**src/rtl/core/smlc_pkg.sv**
```systemverilog
// Shared constants and types for the streaming substring matcher.
// Used by smlc_matcher and substring_match_line_column; depends on nothing.
package smlc_pkg;

    localparam int MAX_NEEDLE_DEF = 16;
    localparam int NEEDLE_CAP     = 16;
    localparam int CHAR_W         = 8;
    localparam int NEEDLE_W       = NEEDLE_CAP * CHAR_W;
    localparam int LEN_W          = 5;
    localparam int COUNT_W        = 24;
    localparam int CFG_DATA_W     = 64;
    localparam int CFG_INDEX_W    = 2;

    localparam logic [CHAR_W-1:0]      NEWLINE   = 8'h0A;
    localparam logic [COUNT_W-1:0]     COUNT_MAX = '1;

    localparam logic [CFG_INDEX_W-1:0] CFG_NEEDLE_LOW    = 2'd0;
    localparam logic [CFG_INDEX_W-1:0] CFG_NEEDLE_HIGH   = 2'd1;
    localparam logic [CFG_INDEX_W-1:0] CFG_NEEDLE_LENGTH = 2'd2;

    typedef struct packed {
        logic               advance;
        logic               clear;
        logic [CHAR_W-1:0]  ch;
        logic [LEN_W-1:0]   len;
        logic [COUNT_W-1:0] line;
        logic [COUNT_W-1:0] column;
    } step_t;

    typedef struct packed {
        logic               found;
        logic [COUNT_W-1:0] line;
        logic [COUNT_W-1:0] column;
    } match_t;

endpackage

```
**src/rtl/core/smlc_matcher.sv**
```systemverilog
// Shift-and prefix vector and per-prefix start positions.
// Depends on smlc_pkg for step_t, match_t and widths.
module smlc_matcher #(
    parameter int LANES = smlc_pkg::NEEDLE_CAP
) (
    input  logic                          clk,
    input  logic                          rst_n,
    input  smlc_pkg::step_t               step,
    input  logic [smlc_pkg::NEEDLE_W-1:0] needle,
    output smlc_pkg::match_t              match
);

    localparam int POS_W = 2 * smlc_pkg::COUNT_W;

    logic [LANES-1:0] active_reg;
    logic [LANES-1:0] active_next;
    logic [LANES-1:0] active_eff;
    logic [LANES-1:0] prev_vec;
    logic [LANES-1:0] hit;
    logic [POS_W-1:0] hist_reg [LANES];
    logic [POS_W-1:0] src [LANES];
    logic [POS_W-1:0] start;
    logic             found;

    always_comb
    begin
        active_eff = step.clear ? '0 : active_reg;
        prev_vec   = LANES'({active_eff, 1'b1});
        src[0]     = {step.line, step.column};
        for (int i = 1; i < LANES; i++)
        begin
            src[i] = hist_reg[i-1];
        end
        found = 1'b0;
        start = '0;
        for (int i = 0; i < LANES; i++)
        begin
            hit[i] = (smlc_pkg::LEN_W'(i) < step.len) && prev_vec[i]
                     && (step.ch == needle[smlc_pkg::CHAR_W*i +: smlc_pkg::CHAR_W]);
            active_next[i] = hit[i] && (step.len != smlc_pkg::LEN_W'(i + 1));
            if (step.len == smlc_pkg::LEN_W'(i + 1))
            begin
                found = hit[i];
                start = src[i];
            end
        end
    end

    always_ff @(posedge clk or negedge rst_n)
    begin
        if (!rst_n)
        begin
            active_reg <= '0;
        end
        else if (step.advance)
        begin
            active_reg <= active_next;
        end
    end

    always_ff @(posedge clk)
    begin
        if (step.advance)
        begin
            for (int i = 0; i < LANES; i++)
            begin
                if (hit[i])
                begin
                    hist_reg[i] <= src[i];
                end
            end
        end
    end

    assign match.found  = found;
    assign match.line   = start[POS_W-1:smlc_pkg::COUNT_W];
    assign match.column = start[smlc_pkg::COUNT_W-1:0];

    assert property (@(posedge clk) disable iff (!rst_n)
        step.advance |=> !active_reg[LANES-1])
        else $error("full-length prefix bit kept after a match");

    assert property (@(posedge clk) disable iff (!rst_n)
        step.advance |=> ((active_reg >> $past(step.len)) == '0))
        else $error("prefix bit set at or above needle length");

    assert property (@(posedge clk) disable iff (!rst_n)
        (step.advance && match.found) |-> (step.len != '0))
        else $error("match reported for empty needle");

endmodule

```
**src/rtl/core/substring_match_line_column.sv**
```systemverilog
// Top level of the streaming substring matcher with line and column tracking.
// Depends on smlc_pkg and smlc_matcher.
//
// Takes one text character per cycle while in_stall is low and reports, for each
// completed occurrence of the configured needle (up to 16 bytes), the line and
// column where it began. A 0x0A character starts a new line and itself sits at
// column 0; counters start at line 1, column 0 and saturate. Each accepted item's
// result, if any, appears in the output register on the next cycle; the sustained
// rate is one item per cycle unless in_stall holds the input, as the prefix bit
// vector is updated with each accepted item. An empty needle yields a result at
// every character. Write the needle registers only while no item is in flight.
module substring_match_line_column #(
    parameter int MAX_NEEDLE = smlc_pkg::MAX_NEEDLE_DEF
) (
    input  logic                             clk,
    input  logic                             rst_n,
    input  logic                             in_valid,
    output logic                             in_stall,
    input  logic [smlc_pkg::CHAR_W-1:0]      text_char,
    input  logic                             restart,
    output logic                             out_valid,
    input  logic                             out_stall,
    output logic [smlc_pkg::COUNT_W-1:0]     match_line,
    output logic [smlc_pkg::COUNT_W-1:0]     match_column,
    input  logic                             cfg_write,
    input  logic [smlc_pkg::CFG_INDEX_W-1:0] cfg_index,
    input  logic [smlc_pkg::CFG_DATA_W-1:0]  cfg_data
);

    localparam int LANES = (MAX_NEEDLE < smlc_pkg::NEEDLE_CAP) ? MAX_NEEDLE
                                                               : smlc_pkg::NEEDLE_CAP;

    logic [smlc_pkg::CFG_DATA_W-1:0] needle_low_reg;
    logic [smlc_pkg::CFG_DATA_W-1:0] needle_high_reg;
    logic [smlc_pkg::LEN_W-1:0]      needle_length_reg;
    logic [smlc_pkg::LEN_W-1:0]      len_eff;

    logic [smlc_pkg::COUNT_W-1:0] line_reg;
    logic [smlc_pkg::COUNT_W-1:0] line_next;
    logic [smlc_pkg::COUNT_W-1:0] col_reg;
    logic [smlc_pkg::COUNT_W-1:0] col_next;
    logic [smlc_pkg::COUNT_W-1:0] line_cur;
    logic [smlc_pkg::COUNT_W-1:0] col_cur;

    logic                         out_valid_reg;
    logic [smlc_pkg::COUNT_W-1:0] match_line_reg;
    logic [smlc_pkg::COUNT_W-1:0] match_column_reg;

    logic             accept;
    logic             has_result;
    smlc_pkg::step_t  step;
    smlc_pkg::match_t match;

    function automatic logic [smlc_pkg::COUNT_W-1:0] sat_inc(
        input logic [smlc_pkg::COUNT_W-1:0] v
    );
        return (v == smlc_pkg::COUNT_MAX) ? v : v + smlc_pkg::COUNT_W'(1);
    endfunction

    assign in_stall = out_valid_reg && out_stall;
    assign accept   = in_valid && !in_stall;
    assign len_eff  = (needle_length_reg > smlc_pkg::LEN_W'(LANES))
                      ? smlc_pkg::LEN_W'(LANES) : needle_length_reg;

    always_ff @(posedge clk or negedge rst_n)
    begin
        if (!rst_n)
        begin
            needle_low_reg    <= '0;
            needle_high_reg   <= '0;
            needle_length_reg <= '0;
        end
        else if (cfg_write)
        begin
            unique case (cfg_index)
                smlc_pkg::CFG_NEEDLE_LOW:    needle_low_reg    <= cfg_data;
                smlc_pkg::CFG_NEEDLE_HIGH:   needle_high_reg   <= cfg_data;
                smlc_pkg::CFG_NEEDLE_LENGTH: needle_length_reg <= cfg_data[smlc_pkg::LEN_W-1:0];
                default: ;
            endcase
        end
    end

    // restart clears the counters before this character; a newline then advances the line
    always_comb
    begin
        line_cur = restart ? smlc_pkg::COUNT_W'(1) : line_reg;
        col_cur  = restart ? '0 : col_reg;
        if (text_char == smlc_pkg::NEWLINE)
        begin
            line_cur = sat_inc(line_cur);
            col_cur  = '0;
        end
        line_next = line_cur;
        col_next  = sat_inc(col_cur);
    end

    always_ff @(posedge clk or negedge rst_n)
    begin
        if (!rst_n)
        begin
            line_reg <= smlc_pkg::COUNT_W'(1);
            col_reg  <= '0;
        end
        else if (accept)
        begin
            line_reg <= line_next;
            col_reg  <= col_next;
        end
    end

    assign step.advance = accept;
    assign step.clear   = restart;
    assign step.ch      = text_char;
    assign step.len     = len_eff;
    assign step.line    = line_cur;
    assign step.column  = col_cur;

    smlc_matcher #(
        .LANES (LANES)
    ) u_matcher (
        .clk    (clk),
        .rst_n  (rst_n),
        .step   (step),
        .needle ({needle_high_reg, needle_low_reg}),
        .match  (match)
    );

    assign has_result = (len_eff == '0) || match.found;

    always_ff @(posedge clk or negedge rst_n)
    begin
        if (!rst_n)
        begin
            out_valid_reg <= 1'b0;
        end
        else if (accept)
        begin
            out_valid_reg <= has_result;
        end
        else if (!out_stall)
        begin
            out_valid_reg <= 1'b0;
        end
    end

    always_ff @(posedge clk)
    begin
        if (accept && has_result)
        begin
            match_line_reg   <= match.found ? match.line : line_cur;
            match_column_reg <= match.found ? match.column : col_cur;
        end
    end

    assign out_valid    = out_valid_reg;
    assign match_line   = match_line_reg;
    assign match_column = match_column_reg;

    assert property (@(posedge clk) disable iff (!rst_n)
        line_reg != '0)
        else $error("line counter reached zero");

    assert property (@(posedge clk) disable iff (!rst_n)
        (accept && (len_eff == '0)) |=> out_valid)
        else $error("empty needle item gave no result");

    assert property (@(posedge clk) disable iff (!rst_n)
        (accept && restart && (text_char != smlc_pkg::NEWLINE))
        |=> ((line_reg == smlc_pkg::COUNT_W'(1)) && (col_reg == smlc_pkg::COUNT_W'(1))))
        else $error("restart did not reset the position counters");

endmodule
```
**config.mk**
```make
export PLATFORM = sky130hd
export DESIGN_NAME = substring_match_line_column
export DESIGN_NICKNAME = d
export VERILOG_FILES = /design/src/rtl/core/smlc_pkg.sv /design/src/rtl/core/smlc_matcher.sv /design/src/rtl/core/substring_match_line_column.sv
export SDC_FILE = /design/constraint.sdc
export NUM_CORES = 1
export LEC_CHECK = 0
export BUFFER_PORTS_ARGS = -buffer_cell sky130_fd_sc_hd__buf_2
export CORE_ASPECT_RATIO = 1.75
export CORE_MARGIN = 2
export CORE_UTILIZATION = 43
export DETAILED_ROUTE_END_ITERATION = 10
export SLEW_MARGIN = 20
export SYNTH_ARGS = -nofsm -noshare
export SYNTH_HDL_FRONTEND = slang
export SYNTH_SLANG_ARGS = --single-unit
export TNS_END_PERCENT = 5
```
**constraint.sdc**
```tcl
create_clock -name clk -period 15.11 [get_ports clk]
set_input_delay 0.7555 -clock clk [delete_from_list [all_inputs] [get_ports clk]]
set_output_delay 0.7555 -clock clk [all_outputs]
set_load 0.1 [all_outputs]
```
# ---- After elaboration in Yosys (flattened, before gate mapping)
# Memory sizes are Yosys's and may differ from the RTL's.
# Index checks and enable logic that the tools add are counted.
dict set report classes {
  reduce_logical 56
  add_sub_neg 2
  eq_ne 53
  magnitude_cmp 17
  n_mux 92
}
# operator n
set op_table {}
lappend op_table {{2-to-1 mux 48 bit} 16}
lappend op_table {{2-to-1 mux 24 bit} 8}
lappend op_table {{== test 8 bit} 16}
lappend op_table {{2-to-1 mux 1 bit} 66}
lappend op_table {{logical AND 1 bit} 49}
lappend op_table {{adder 24 x 1 -> 24 bit (second input constant)} 2}
lappend op_table {{== test 24 bit (second input constant)} 2}
lappend op_table {{== test 5 x 4 -> 1 bit (second input constant)} 8}
lappend op_table {{less-than comparator 4 x 5 -> 1 bit (first input constant)} 8}
lappend op_table {{!= test 5 x 4 -> 1 bit (second input constant)} 8}
lappend op_table {{== test 5 x 3 -> 1 bit (second input constant)} 4}
lappend op_table {{less-than comparator 3 x 5 -> 1 bit (first input constant)} 4}
lappend op_table {{!= test 5 x 3 -> 1 bit (second input constant)} 4}
lappend op_table {{2-to-1 mux 15 bit} 1}
lappend op_table {{== test 5 x 2 -> 1 bit (second input constant)} 2}
lappend op_table {{less-than comparator 1 x 5 -> 1 bit (first input constant)} 2}
lappend op_table {{less-than comparator 2 x 5 -> 1 bit (first input constant)} 2}
lappend op_table {{!= test 5 x 2 -> 1 bit (second input constant)} 2}
lappend op_table {{== test 8 x 4 -> 1 bit (second input constant)} 1}
lappend op_table {{AND reduction 2 bit} 3}
lappend op_table {{== test 5 x 1 -> 1 bit (second input constant)} 1}
lappend op_table {{== test 5 bit (second input constant)} 1}
lappend op_table {{> comparator 5 bit (second input constant)} 1}
lappend op_table {{logical NOT 5 bit} 1}
lappend op_table {{8 further kinds} 8}
dict set report word_totals {
  reg_bits 245
  output_inout_bits 50
  word_cells 230
  n_memories 1
  ramBits 768
  inputBits 80
}
# name words word_bits read_ports rd_clocked_by_memory_dff wr line
set mem_list {}
lappend mem_list {u_matcher.hist_reg 16 48 15 0 16 smlc_matcher.sv:20} ;# logic [POS_W-1:0] hist_reg [LANES];

# ---- Logic depth before layout (Yosys ltp)
dict set report logic_depth {
  word_depth 22
  mapped_depth 16
  ltp_nobuf 13
}

# ---- Modules after synthesis
# A second synthesis with hierarchy kept.
dict set report unflattened {
  cells_unflattened 2879
  hier_area_um2 40506.3
}
# mod cells_each area_each_um2 seq_area_each_um2 instances
set by_module_without_submodules {}
lappend by_module_without_submodules {smlc_matcher 2007 29782.3 21996.1 1}
lappend by_module_without_submodules {substring_match_line_column 872 10724.0 5997.0 1}

# ---- Least setup slack after synthesis
# OpenSTA, ideal clock, no wires.
dict set report synth_timing {
  kind {input to register}
  from {in text_char[1] (netlist bit)}
  to {mem u_matcher.hist_reg[0][192] (netlist bit) (enable)}
  cell_stages 5
  t_arrival_ps 6230
  path_slack_ps 8304
  path_buffers 2
  setup_time_ps 576
  path_cell_list {buf_2 > buf_2 > xnor2_1 > nand4_1 > nor4_1}
}
# element line
set synth_rtl {}
lappend synth_rtl {{start, declared} substring_match_line_column.sv:19} ;# input logic [smlc_pkg::CHAR_W-1:0] text_char,
lappend synth_rtl {{end, declared} smlc_matcher.sv:20}

# ---- Final worst setup path
dict set report layout_timing {
  from {reg needle_length_reg[1] (netlist bit)}
  to {reg match_line_reg, in the netlist match_line[0] (enable)}
}
dict set report layout_between {
  elab_chain_len 22
}
# element line
set layout_lines {}
lappend layout_lines {{start, declared} substring_match_line_column.sv:35} ;# logic [smlc_pkg::LEN_W-1:0] needle_length_reg;
lappend layout_lines {{start signal, assigned} substring_match_line_column.sv:78} ;# smlc_pkg::CFG_NEEDLE_LENGTH: needle_length_reg <= cfg_data[smlc_pkg::LEN_W-1:0];
lappend layout_lines {{> comparator 5 bit} substring_match_line_column.sv:62} ;# assign len_eff = (needle_length_reg > smlc_pkg::LEN_W'(LANES))
lappend layout_lines {{2-to-1 mux 5 bit (*)} substring_match_line_column.sv:63} ;# ? smlc_pkg::LEN_W'(LANES) : needle_length_reg;
lappend layout_lines {{less-than comparator 1 x 5 -> 1 bit} smlc_matcher.sv:38} ;# hit[i] = (smlc_pkg::LEN_W'(i) < step.len) && prev_vec[i]
lappend layout_lines {{logical AND 1 bit, on equally long branches} {smlc_matcher.sv:39, smlc_matcher.sv:38}}
lappend layout_lines {{2-to-1 mux 1 bit / logical AND 1 bit (equally long branches)} {smlc_matcher.sv:41, smlc_matcher.sv:39}}
lappend layout_lines {{2-to-1 mux 1 bit (15 in series)} smlc_matcher.sv:41} ;# if (step.len == smlc_pkg::LEN_W'(i + 1))
lappend layout_lines {{logical OR 1 bit (*)} substring_match_line_column.sv:129} ;# assign has_result = (len_eff == '0) || match.found;
lappend layout_lines {{logical AND 1 bit (*)} substring_match_line_column.sv:149} ;# if (accept && has_result)
lappend layout_lines {{end signal, assigned} substring_match_line_column.sv:151} ;# match_line_reg <= match.found ? match.line : line_cur;
lappend layout_lines {{end, declared} substring_match_line_column.sv:46} ;# logic [smlc_pkg::COUNT_W-1:0] match_line_reg;
# Every way passes the cells marked *; elsewhere a longest branch is shown, timed or not.
# A chain may end at the register's enable or synchronous reset.

==> key figures <==
Logic synthesis
  • Synthesized area: 40500 sq um
  • Syn Inst Count: 2921
  • Number of synthesized register bits: ~970
  • Post-synth EDFFs: around 770
  • Asr flop ratio synth: between 20% and 30%
  • Distinct cells, synth: between 80 and 90
  • Syn nets: around 3k
  • Avg Inst Size Synth: 13.9 sq um
  • Seq/Total Area, Yosys: between 60 and 70%
  • Ys Warns: 0
  • Most used DFF post-synth: edfxtp_1

Setup path
  • CP top delay family: simple AND/OR/NAND/NOR gates
  • WP data arrival: around 5.9 ns
  • Worst Setup End Kind: flip-flop
  • Crit start category: flip-flop
  • Worst path max stage delay: approximately 0.96 ns
  • Crit-path slowest cell: nor2b_1
  • Sequence of cells on the critical path: buf_12 -> nor2b_1 -> nand2_1 -> o21ai_0 -> nand4bb_1 -> a31oi_4 -> buf_4 -> a21oi_4 -> buf_4
  • Critical Path Most Common Cell: buf_4
  • Setup CP Type: flip-flop to flip-flop
  • Req. time, crit path: 15.41 ns
  • Worst Path Max Fanout: 86
  • Bufs and invs on worst path: 3

STA
  • Fmax achieved: between 150 and 200 MHz
  • Setup-failing EPs final: 0
  • Tcrit/Tclk final: 36.8%
  • Smallest hold slack: around 0.22 ns
  • Final Max Tran Viols: 0
  • Final hold vios: 0
  • RSZ-0062 raised after global routing: no
  • Final clock skew: between 0.03 and 0.04 ns
  • Max-slew headroom: between 10% and 20%
  • Slew @ Worst Pin: 1.30 ns
  • TNS Setup: 0 ns
  • Tmin final: between 5 and 6 ns

Floorplanning
  • Initial Utilization: a little over two fifths
  • Die Width: approximately 240 microns
  • Core area: roughly 94000 sq um
  • IO Count: 130
  • Cell Rows: between 100 and 150
  • Chip Height: around 410 microns
  • Die area: ~97000 sq um

Placed design
  • Post-detail-place hpwl: 87800 microns
  • Placer Congestion: 0.921
  • # port buffers: 129
  • Dpl cells: 4154

Final layout
  • Final Net Count: a little over 3k
  • Final Instance Count excl. Fillers: between 4k and 5k
  • Layout cells sized above 1: a little under a fifth
  • Commonest non-fill, non-tap cell in the layout: edfxtp_1
  • Number of fill cells: around 8.1k
  • Commonest non-fill, non-tap cells in the layout: edfxtp_1 (768), nand2_1 (262), dfrtp_1 (192), o21ai_0 (158), mux2_2 (158)
  • Max reg flops: approximately 700
  • P&R area growth vs syn: 12.0%

Power and ir drop
  • VDD IR max: 0.000105 V
  • Lkg Pwr: approximately 16 nW
  • Pwr dens: 139 nW/um^2
  • Tot Pwr: between 0.006 and 0.007 W

Route
  • Drc violations: 0
  • WL/cell: 33.3 microns
  • Vias per cell: 6.53
  • DR iter-0 viols: 3699
  • DRT antenna net count: 0
  • Drt total wl: 144000 microns
  • Drt pass-1 iters: 6
  • Detailed-route via count: between 20k and 30k

CTS
  • Reg clk slew, reported paths: around 0.070 ns
  • Post-CTS Resized: 0
  • Hold Buf Count CTS: 0
  • CTS H-tree depth: 3
  • Root buffer cell: clkbuf_16
  • Max Root-Sink Buffers: 3
  • Worst skew pair latency: 0.70 ns
  • Num CTS Buffers: 86
  • Postcts setup bufs: 0
  • Clock Sinks: ~970
  • CTS tree: done

Global route
  • Global-route usage over all layers: between 20% and 30%
  • Number of global-route vias before repair: about 29k
  • Global-route wire length before repair: approximately 210000 microns
  • GRT Residual Overflow: 0
  • Initial antenna violation count: 4
  • Largest net degree at the start of global routing: about 110

Hold path
  • Worst min path class: primary input to asynchronous set/reset pin

Run status
  • Outcome: complete, no violations

Run
  • Max Cap Viol: 0
## cells in the mapped netlist, types with 8 or more instances
library cell | number | area (sq um)
o41ai_1 | 8 | 70.1
nand4_1 | 38 | 238
nand3_1 | 47 | 235
or2_2 | 10 | 62.6
a221oi_1 | 30 | 263
a21oi_1 | 124 | 621
a222oi_1 | 11 | 110
clkbuf_1 | 95 | 357
nor2b_1 | 25 | 156
nand2_1 | 264 | 991
xor2_1 | 83 | 727
a211oi_1 | 17 | 128
nor2_1 | 146 | 548
o21ai_0 | 158 | 791
a31oi_1 | 26 | 163
inv_1 | 44 | 165
nand2b_1 | 9 | 56.3
o31ai_1 | 18 | 135
nor4_1 | 32 | 200
edfxtp_1 | 768 | 23100
buf_2 | 56 | 280
and2_1 | 17 | 106
o221ai_1 | 29 | 254
a22o_1 | 17 | 149
a22oi_1 | 62 | 465
o211ai_1 | 23 | 173
buf_6 | 8 | 90.1
nor3_1 | 33 | 165
buf_4 | 9 | 67.6
and3_1 | 18 | 113
mux2_2 | 158 | 1780
buf_1 | 17 | 63.8
xnor2_1 | 73 | 639
mux2i_1 | 40 | 400
o22ai_1 | 75 | 469
dfrtp_1 | 196 | 4900
## power by group
| group | switching (W) | total, W | internal [W] |
|---|---|---|---|
| combinational | 0.000730 | 0.00106 | 0.000326 |
| sequential | 0.0000954 | 0.00303 | 0.00294 |
| clock | 0.00103 | 0.00224 | 0.00120 |
## layer usage
| metal | vias up | part of all wire [%] | GRT usage [%] |
|---|---|---|---|
| met4 | 2 | 7.7 | 20.4 |
| met2 | 2005 | 49 | 49.5 |
| met1 | 14291 | 34 | 34.3 |
| li1 | 11426 | - | - |
| met3 | 492 | 9.4 | 5.10 |
| met5 | - | 0.0070 | 0 |
## worst paths after layout
path                                                   end                  startpoint  depth (start not counted)  slack [ns]
max in group asynchronous               needle_low_reg[46]                       rst_n                          3       12.98
min in group clk                        needle_high_reg[6]                 cfg_data[6]                          2        0.31
worst max register to register               match_line[0]        needle_length_reg[1]                          9        9.55
worst min-delay path               u_matcher.active_reg[9]                       rst_n                          1        0.22
worst min register to register  u_matcher.hist_reg[1][249]  u_matcher.hist_reg[1][201]                          0        0.45
worst max-delay path                         match_line[0]        needle_length_reg[1]                          9        9.55
## cells by family (layout without fill, tap and decap cells)
group           after synthesis  in the layout  synth area share [%]
compound gates              686            686                  11.4
fa+ha+maj                     1              1                0.0309
simple gates                680            680                  7.98
xor+xnor                    156            156                  3.37
buf+inv                     232            419                  2.61
mux                         201            201                  5.54
flops                       965            965                  69.0
other cells                   0              4                     0
## layout make-up
| class | instances | area [sq um] | area share (%) |
|---|---|---|---|
| Multi-Input combinational cell | 1724 | 11700 | 25.7 |
| Inverter | 45 | 171 | 0.377 |
| Sequential cell | 965 | 28000 | 61.7 |
| Clock buffer | 126 | 2460 | 5.42 |
| Timing Repair Buffer | 212 | 1290 | 2.84 |
| Antenna cell | 4 | 10.0 | 0.0220 |
| Clock inverter | 36 | 297 | 0.653 |
| Tap cell | 1208 | 1510 | 3.33 |
## metrics by stage
step                      setup slack (ns)  util (%)  instance area (sq um)
after floorplan                       8.30         -                  40500
after global placement                9.69      45.5                  42700
after detailed placement              9.67      45.5                  42700
after CTS                             9.64      48.4                  45400
after global routing                  9.45      48.4                  45400
final                                 9.55      48.4                  45400
No activity file was read; power rests on OpenSTA's default activity.
